**config.mk**
```make
export PLATFORM = sky130hd
export DESIGN_NAME = paced_priority_queue_scheduler_core
export DESIGN_NICKNAME = d
export VERILOG_FILES = /design/src/hdl/ppqs_pkg.sv /design/src/hdl/paced_priority_queue_scheduler_core.sv
export VERILOG_INCLUDE_DIRS = /design/src /design/src/hdl
export SDC_FILE = /design/constraint.sdc
export NUM_CORES = 2
export LEC_CHECK = 0
export BUFFER_PORTS_ARGS = -buffer_cell sky130_fd_sc_hd__buf_2
export CORE_UTILIZATION = 43
export CTS_CLUSTER_SIZE = 28
export DETAILED_ROUTE_END_ITERATION = 7
export SYNTH_ARGS = -nofsm -noshare
export SYNTH_HDL_FRONTEND = slang
export SYNTH_SLANG_ARGS = --single-unit
```
**constraint.sdc**
```tcl
create_clock -name clk -period 16.2 [get_ports clk]
set_input_delay 0.81 -clock clk [delete_from_list [all_inputs] [get_ports clk]]
set_output_delay 0.81 -clock clk [all_outputs]
set_load 0.02 [all_outputs]
```
**src/hdl/paced_priority_queue_scheduler_core_defines.svh**
```systemverilog
// assertion macros for the paced priority queue scheduler
// used by paced_priority_queue_scheduler_core, expects clk and rst_n in scope
`ifndef PACED_PRIORITY_QUEUE_SCHEDULER_CORE_DEFINES_SVH
`define PACED_PRIORITY_QUEUE_SCHEDULER_CORE_DEFINES_SVH

`ifndef ASSERT_OFF
`define PPQS_ASSERT_ALWAYS(lbl, expr) \
  lbl: assert property (@(posedge clk) disable iff (!rst_n) (expr)) \
    else $error("ppqs check failed");
`define PPQS_ASSERT_NEXT(lbl, cond, expr) \
  lbl: assert property (@(posedge clk) disable iff (!rst_n) (cond) |=> (expr)) \
    else $error("ppqs check failed");
`else
`define PPQS_ASSERT_ALWAYS(lbl, expr)
`define PPQS_ASSERT_NEXT(lbl, cond, expr)
`endif

`endif

```
**src/hdl/ppqs_pkg.sv**
```systemverilog
// types and fixed constants of the paced priority queue scheduler
// no dependencies
package ppqs_pkg;

  localparam int TAG_W        = 16;
  localparam int PAUSE_W      = 16;
  localparam int CLASS_W      = 8;
  localparam int SEND_CLASS_W = 7;
  localparam int MODE_W       = 2;
  localparam int CFG_IDX_W    = 2;

  localparam logic [TAG_W-1:0]   TAG_CLASS_MASK = 16'hFFF0;
  localparam logic [CLASS_W-1:0] GROUP_B_START  = 8'd32;
  localparam logic [CLASS_W-1:0] GROUP_C_START  = 8'd64;
  localparam logic [CLASS_W-1:0] GROUP_END      = 8'd96;

  localparam logic [PAUSE_W-1:0] PAUSE_A_RST = 16'd12;
  localparam logic [PAUSE_W-1:0] PAUSE_B_RST = 16'd6;
  localparam logic [PAUSE_W-1:0] PAUSE_C_RST = 16'd3;

  typedef enum logic [MODE_W-1:0] {
    MODE_ENQ    = 2'd0,
    MODE_TXDONE = 2'd1,
    MODE_TICK   = 2'd2,
    MODE_NONE   = 2'd3
  } mode_t;

  typedef enum logic [CFG_IDX_W-1:0] {
    CFG_PAUSE_A = 2'd0,
    CFG_PAUSE_B = 2'd1,
    CFG_PAUSE_C = 2'd2,
    CFG_UNUSED  = 2'd3
  } cfg_idx_t;

  typedef enum logic [1:0] {
    ST_IDLE,
    ST_SWEEP,
    ST_DONE
  } state_t;

endpackage

```
**src/hdl/paced_priority_queue_scheduler_core.sv**
```systemverilog
// paced strict priority scheduler: per-class packet counts and pause timers
// in one memory, swept entry by entry through a shared update unit
// depends on ppqs_pkg and paced_priority_queue_scheduler_core_defines.svh
// one word at a time: a new input word is taken only in idle, after the last word's
// sweep over the queue memory (one entry read and written back per cycle) and
// the loading of its result word into the output register
// reset: synchronous active low, clears control, timers and counts at once
// through per-entry valid bits, no clearing pass
`include "paced_priority_queue_scheduler_core_defines.svh"

module paced_priority_queue_scheduler_core
  import ppqs_pkg::*;
#(
  parameter int QUEUE_COUNT = 128,
  parameter int QUEUE_DEPTH = 4096
) (
  input  logic                 clk,
  input  logic                 rst_n,
  input  logic                 in_tvalid,
  output logic                 in_tready,
  input  logic [15:0]          in_tdata,   // priority_tag[15:0]
  input  logic [1:0]           in_tuser,   // mode[1:0]
  output logic                 out_tvalid,
  input  logic                 out_tready,
  output logic [7:0]           out_tdata,  // send_class[6:0], dropped[7]
  output logic [0:0]           out_tuser,  // send_valid[0]
  input  logic                 cfg_valid,
  output logic                 cfg_ready,
  input  logic [CFG_IDX_W-1:0] cfg_index,
  input  logic [15:0]          cfg_data
);

  localparam int IW = (QUEUE_COUNT > 1) ? $clog2(QUEUE_COUNT) : 1;
  localparam int CW = $clog2(QUEUE_DEPTH + 1);
  localparam int EW = CW + PAUSE_W;
  localparam logic [IW-1:0] LAST_IDX = IW'(QUEUE_COUNT - 1);
  localparam logic [CW-1:0] DEPTH_MAX = CW'(QUEUE_DEPTH);

  state_t state_r, state_nxt;

  logic [PAUSE_W-1:0] pause_a_r, pause_b_r, pause_c_r;
  logic [IW-1:0]      rd_idx_r, rd_idx_nxt;
  logic               rd_more_r, rd_more_nxt;
  logic               pend_r, pend_nxt;
  logic [IW-1:0]      pend_idx_r, pend_idx_nxt;
  mode_t              mode_r, mode_nxt;
  logic [CLASS_W-1:0] cls_r, cls_nxt;
  logic               busy_r, busy_nxt;
  logic               served_r, served_nxt;
  logic [SEND_CLASS_W-1:0] srv_class_r, srv_class_nxt;
  logic               drop_r, drop_nxt;
  logic               out_tvalid_r, out_tvalid_nxt;
  logic [7:0]         out_data_r, out_data_nxt;
  logic               out_user_r, out_user_nxt;

  logic [EW-1:0]          mem [QUEUE_COUNT];
  logic [QUEUE_COUNT-1:0] valid_r;
  logic [EW-1:0]          rdata_r;
  logic                   rvld_r;

  logic               wr_en;
  logic [EW-1:0]      wr_data;
  logic [CW-1:0]      cnt, cnt_n;
  logic [PAUSE_W-1:0] pause, pause_n, group_pause;
  logic [CLASS_W-1:0] idx8, in_cls;
  logic               in_acc;

  assign in_tready  = rst_n && (state_r == ST_IDLE);
  assign in_acc     = in_tvalid && in_tready;
  assign cfg_ready  = rst_n;
  assign out_tvalid = out_tvalid_r;
  assign out_tdata  = out_data_r;
  assign out_tuser  = out_user_r;
  assign in_cls     = CLASS_W'((in_tdata & TAG_CLASS_MASK) >> 8);

  // config registers
  always_ff @(posedge clk) begin
    if (!rst_n) begin
      pause_a_r <= PAUSE_A_RST;
      pause_b_r <= PAUSE_B_RST;
      pause_c_r <= PAUSE_C_RST;
    end else if (cfg_valid && cfg_ready) begin
      case (cfg_idx_t'(cfg_index))
        CFG_PAUSE_A: pause_a_r <= cfg_data;
        CFG_PAUSE_B: pause_b_r <= cfg_data;
        CFG_PAUSE_C: pause_c_r <= cfg_data;
        default: ;
      endcase
    end
  end

  // queue memory: counts in low bits, pause timer above
  always_ff @(posedge clk) begin
    rdata_r <= mem[rd_idx_r];
    if (wr_en) begin
      mem[pend_idx_r] <= wr_data;
    end
  end

  always_ff @(posedge clk) begin
    if (!rst_n) begin
      valid_r <= '0;
      rvld_r  <= 1'b0;
    end else begin
      rvld_r <= valid_r[rd_idx_r];
      if (wr_en) begin
        valid_r[pend_idx_r] <= 1'b1;
      end
    end
  end

  // shared entry update unit
  always_comb begin
    idx8 = CLASS_W'(pend_idx_r);
    cnt   = rvld_r ? rdata_r[CW-1:0] : '0;
    pause = rvld_r ? rdata_r[EW-1:CW] : '0;
    if (idx8 < GROUP_B_START) begin
      group_pause = pause_a_r;
    end else if (idx8 < GROUP_C_START) begin
      group_pause = pause_b_r;
    end else if (idx8 < GROUP_END) begin
      group_pause = pause_c_r;
    end else begin
      group_pause = '0;
    end
  end

  always_ff @(posedge clk) begin
    if (!rst_n) begin
      state_r      <= ST_IDLE;
      rd_idx_r     <= '0;
      rd_more_r    <= 1'b0;
      pend_r       <= 1'b0;
      busy_r       <= 1'b0;
      served_r     <= 1'b0;
      drop_r       <= 1'b0;
      out_tvalid_r <= 1'b0;
    end else begin
      state_r      <= state_nxt;
      rd_idx_r     <= rd_idx_nxt;
      rd_more_r    <= rd_more_nxt;
      pend_r       <= pend_nxt;
      busy_r       <= busy_nxt;
      served_r     <= served_nxt;
      drop_r       <= drop_nxt;
      out_tvalid_r <= out_tvalid_nxt;
    end
  end

  always_ff @(posedge clk) begin
    pend_idx_r  <= pend_idx_nxt;
    mode_r      <= mode_nxt;
    cls_r       <= cls_nxt;
    srv_class_r <= srv_class_nxt;
    out_data_r  <= out_data_nxt;
    out_user_r  <= out_user_nxt;
  end

  always_comb begin
    state_nxt      = state_r;
    rd_idx_nxt     = rd_idx_r;
    rd_more_nxt    = rd_more_r;
    pend_nxt       = 1'b0;
    pend_idx_nxt   = pend_idx_r;
    mode_nxt       = mode_r;
    cls_nxt        = cls_r;
    busy_nxt       = busy_r;
    served_nxt     = served_r;
    srv_class_nxt  = srv_class_r;
    drop_nxt       = drop_r;
    out_tvalid_nxt = out_tvalid_r && !out_tready;
    out_data_nxt   = out_data_r;
    out_user_nxt   = out_user_r;
    wr_en          = 1'b0;
    cnt_n          = cnt;
    pause_n        = pause;
    wr_data        = {pause_n, cnt_n};

    case (state_r)
      ST_IDLE: begin
        if (in_acc) begin
          state_nxt     = ST_SWEEP;
          rd_idx_nxt    = '0;
          rd_more_nxt   = 1'b1;
          mode_nxt      = mode_t'(in_tuser);
          cls_nxt       = in_cls;
          served_nxt    = 1'b0;
          srv_class_nxt = '0;
          drop_nxt      = (mode_t'(in_tuser) == MODE_ENQ) &&
                          ({1'b0, in_cls} >= 9'(QUEUE_COUNT));
          if (mode_t'(in_tuser) == MODE_TXDONE) begin
            busy_nxt = 1'b0;
          end
        end
      end
      ST_SWEEP: begin
        if (rd_more_r) begin
          pend_nxt     = 1'b1;
          pend_idx_nxt = rd_idx_r;
          if (rd_idx_r == LAST_IDX) begin
            rd_more_nxt = 1'b0;
          end else begin
            rd_idx_nxt = rd_idx_r + 1'b1;
          end
        end
        if (pend_r) begin
          wr_en = 1'b1;
          if (mode_r == MODE_TICK && pause != '0) begin
            pause_n = pause - 1'b1;
          end
          if (mode_r == MODE_ENQ && cls_r == idx8) begin
            if (cnt >= DEPTH_MAX) begin
              drop_nxt = 1'b1;
            end else begin
              cnt_n = cnt + 1'b1;
            end
          end
          if (mode_r != MODE_NONE && !busy_r && !served_r &&
              cnt_n != '0 && pause_n == '0) begin
            cnt_n         = cnt_n - 1'b1;
            pause_n       = group_pause;
            busy_nxt      = 1'b1;
            served_nxt    = 1'b1;
            srv_class_nxt = idx8[SEND_CLASS_W-1:0];
          end
          wr_data = {pause_n, cnt_n};
          if (pend_idx_r == LAST_IDX) begin
            state_nxt = ST_DONE;
          end
        end
      end
      ST_DONE: begin
        if (!out_tvalid_r || out_tready) begin
          out_tvalid_nxt = 1'b1;
          out_data_nxt   = {drop_r, srv_class_r};
          out_user_nxt   = served_r;
          state_nxt      = ST_IDLE;
        end
      end
      default: state_nxt = ST_IDLE;
    endcase
  end

  `PPQS_ASSERT_ALWAYS(a_no_work_when_ready, !(in_tready && pend_r))
  `PPQS_ASSERT_ALWAYS(a_served_means_busy, !served_r || busy_r)
  `PPQS_ASSERT_NEXT(a_accept_starts_sweep, in_tvalid && in_tready, state_r == ST_SWEEP)
  `PPQS_ASSERT_ALWAYS(a_idle_class_zero, !out_tvalid || out_tuser[0] || out_tdata[6:0] == 7'd0)

endmodule
```
==> metrics.csv <==
stage;metric;value;unit
grt;antenna_found_initial;38;
setup_path;timing.rr.end;mem[49][20];
detailed_routing;wl_per_cell;32.66;um
clock_network;clock_sinks;3966;
yosys;synthFlopType;edfxtp_1;
pwr;p_switching;0.003927;W
detailed_routing;routed_wl;389.1;mm
hold_path;min_to;cls_r[7];
placement;portBuffers;44;
setup_path;cp_data_required_time;16780;ps
detailed_routing;route.detailed.drc;0;
placement;dp_slack;9954;ps
grt;grt_max_degree;137;
die;io_pins;53;
yosys;avgSynthCellArea;23.33;um^2
detailed_routing;via_per_inst;6.005;
detailed_routing;top_layer;met4;
timing;period_minus_slack;6381;ps
yosys;synthCells;6527;
layout;areaGrowthSynthToFinish;13.27;%
setup_path;worstPathMaxFanout;75;
pwr;peakVddDrop;0.07925;mV
hold_path;holdPathStages;1;
pwr;swShare;19.60;%
yosys;synth_seq_area_share;76.76;%
placement;place_congestion;0.8298;
yosys;ys_warn_count;0;
layout;drive_gt1_share;32.41;%
grt;grt_usage;21.78;%
timing;maxSlewViolCount;0;
grt;grt_pass1_vias;71607;
timing;finalCritPeriodShare;39.39;%
setup_path;reg2reg_from;rvld_r;
pwr;power_frac_clock;43.5;%
clock_network;post_cts_resized;0;
clock_network;clkLatencyLatePin;910;ps
yosys;ys_top_cells_by_area;edfxtp_1 (74%), mux4_2 (19%), dfxtp_1 (2.9%);
yosys;synth_top_cell_by_area;edfxtp_1;
placement;dp_hpwl;210.7;mm
die;die_y;597.1;um
clock_network;ctsRootBufferMaster;clkbuf_16;
detailed_routing;routed-via-count;71538;
timing;setup_viol;0;
setup_path;r2r_slack;9820;ps
timing;slew_headroom;21.44;%
detailed_routing;drtPass1Iterations;5;
hold_path;hp-start;in_tdata[15];
timing;tns;0;ps
pwr;combinationalPowerShare;1.3;%
hold_path;hp-class;in -> reg;
setup_path;r2r_cells;15;
die;start_util;43.21;%
run_status;status;complete, no violations;
die;die-area;0.3565;mm^2
yosys;synth_top_area_share;73.85;%
yosys;synth-edff-count;3745;
clock_network;clk_pin_slew;60;ps
die;rows;218;
detailed_routing;drtIter0Drc;8783;
setup_path;start_kind;register;
detailed_routing;met3_wirelength;30.07;mm
layout;final_nets;6894;
yosys;ys_ff_latch;3966;
die;coreArea;0.3524;mm^2
timing;final_hold_viol_count;0;
yosys;synthDistinctLibCells;73;
clock_network;h-tree-depth;5;
timing;tightest_slew;1178;ps
setup_path;path_class;reg -> reg;
yosys;synthesis.area;0.1523;mm^2
pwr;p_per_area;116.2;mW/mm^2
grt;overflow;0;
timing;finalWorstSetupSlack;9819;ps
clock_network;tritoncts;done;
yosys;synthArstFlopShare;0;%
setup_path;end_kind;register;
setup_path;crit_arrival;6960;ps
detailed_routing;wl_met2;187.7;mm
clock_network;cts_setup_buffers;0;
pwr;p_seq_share;55.2;%
pwr;power_leakage;58.52;nW
timing;fmax;156.7;MHz
timing;rsz0062_at_grt;false;
detailed_routing;drt.antenna.violating_nets;0;
yosys;syn_nets;6574;
pwr;intPower;0.01611;W
detailed_routing;wl_met1;160.3;mm
run;drv_cap;0;
die;dieWidth;597.1;um
clock_network;clk_path_buf_depth;4;
clock_network;cts_hold_buf;0;
grt;grt_pass1_wl;548.1;mm
clock_network;cts_buffers;388;
timing;fin_skew;53.31;ps
metrics by stage:
step	power [W]	hold slack (ps)	cells	utilization [%]	instance area, um^2
after floorplan	0.01148	400.3	6527	-	152300
after global placement	0.01155	411.0	11187	45.48	160300
after detailed placement	0.01155	413.4	11187	45.48	160300
after CTS	0.02019	50.50	11894	48.93	172400
after global routing	0.02058	73.43	11899	48.93	172400
final	0.02004	111.5	11913	48.94	172500
synthesized netlist by cell type, types with 19 or more instances:
master,instances
nor3_1,19
o21a_1,132
edfxtp_1,3745
a21oi_1,30
mux2i_1,24
clkbuf_1,247
buf_1,83
mux2_2,31
a21boi_0,45
o21ai_0,37
nor2_1,173
mux4_2,1260
nand3_1,39
nand2_1,186
xnor2_1,20
buf_2,30
dfxtp_1,221
metal layers:
layer | vias up | track usage [%]
met2 | 2977 | 34.65
met1 | 39501 | 31.55
li1 | 28590 | -
met5 | - | 0
met4 | 0 | 5.967
met3 | 470 | 3.317
worst max-delay path: stages, from the launching register on:
cell and delay (ps):
dfxtp_2 310, buf_4 570, nand2_1 360, ha_1 360, a21bo_2 260, nor3_1 100
and3_1 230, xnor2_1 160, nor4b_2 370, nand4_2 300, nor3_4 740, buf_4 390
a221oi_1 130, nor4_2 310, buf_4 600, buf_4 680
sequential cells by signal (all words and copies together) (netlist names), 8 cells and up:
signal / cells
mem: 3712
valid_r: 128
rdata_r: 29
pause_a_r: 16
pause_b_r: 16
pause_c_r: 16
cls_r: 8
out_tdata: 8
kinds of logic after synthesis:
kind of cell             count (synthesis)  share of synthesized area, %
flip-flops                            3966                         76.76
multiplexers                          1315                         19.02
AND/OR/NAND/NOR                        522                         1.571
buffers and inverters                  377                        0.9688
AO/OA/AOI/OAI                          310                         1.450
XOR/XNOR                                31                        0.1783
adder cells (fa/ha/maj)                  6                       0.04930
power by group through the flow:
stage                     Clock (W)  Combinational [W]  Sequential [W]
final                       0.00871           0.000265          0.0111
after floorplan                   0           0.000202          0.0113
after global routing        0.00924           0.000285          0.0111
after detailed placement          0           0.000272          0.0113
after global placement            0           0.000270          0.0113
after CTS                   0.00885           0.000272          0.0111
worst max path at each step:
stage	start	end	slack (ps)	depth (start not counted)
floorplan	rvld_r	mem[0][20]	4840	17
global route	rvld_r	mem[49][20]	9430	15
global placement	pend_idx_r[6]	mem[36][28]	10110	19
CTS	rvld_r	mem[49][20]	9920	15
finish	rvld_r	mem[49][20]	9820	15
detailed placement	rvld_r	mem[48][20]	9950	15
layout make-up:
cell class,count,area (um^2)
Antenna cell,19,47.55
Clock buffer,487,10420
Clock inverter,220,1727
Fill cell,27973,179900
Inverter,12,45.04
Multi-Input combinational cell,2184,35230
Sequential cell,3966,116900
Tap cell,4730,5918
Timing Repair Buffer,295,2186
layout by cell type, fill, tap and decap left out, types with 25 or more instances in the layout:
cell,netlist,routed
a21boi_0,45,45
nor2_1,173,45
o21ai_0,37,31
a21oi_1,30,25
clkinv_2,0,77
clkbuf_16,0,397
edfxtp_1,3745,3745
buf_4,4,245
clkbuf_1,247,75
o21a_1,132,132
buf_2,30,43
bufinv_16,0,25
nor2_4,0,128
nand3_1,39,34
mux4_2,1260,1260
mux2_2,31,31
clkinv_1,0,89
nand2_1,186,183
dfxtp_1,221,213
No activity file was read; power rests on OpenSTA's default activity.
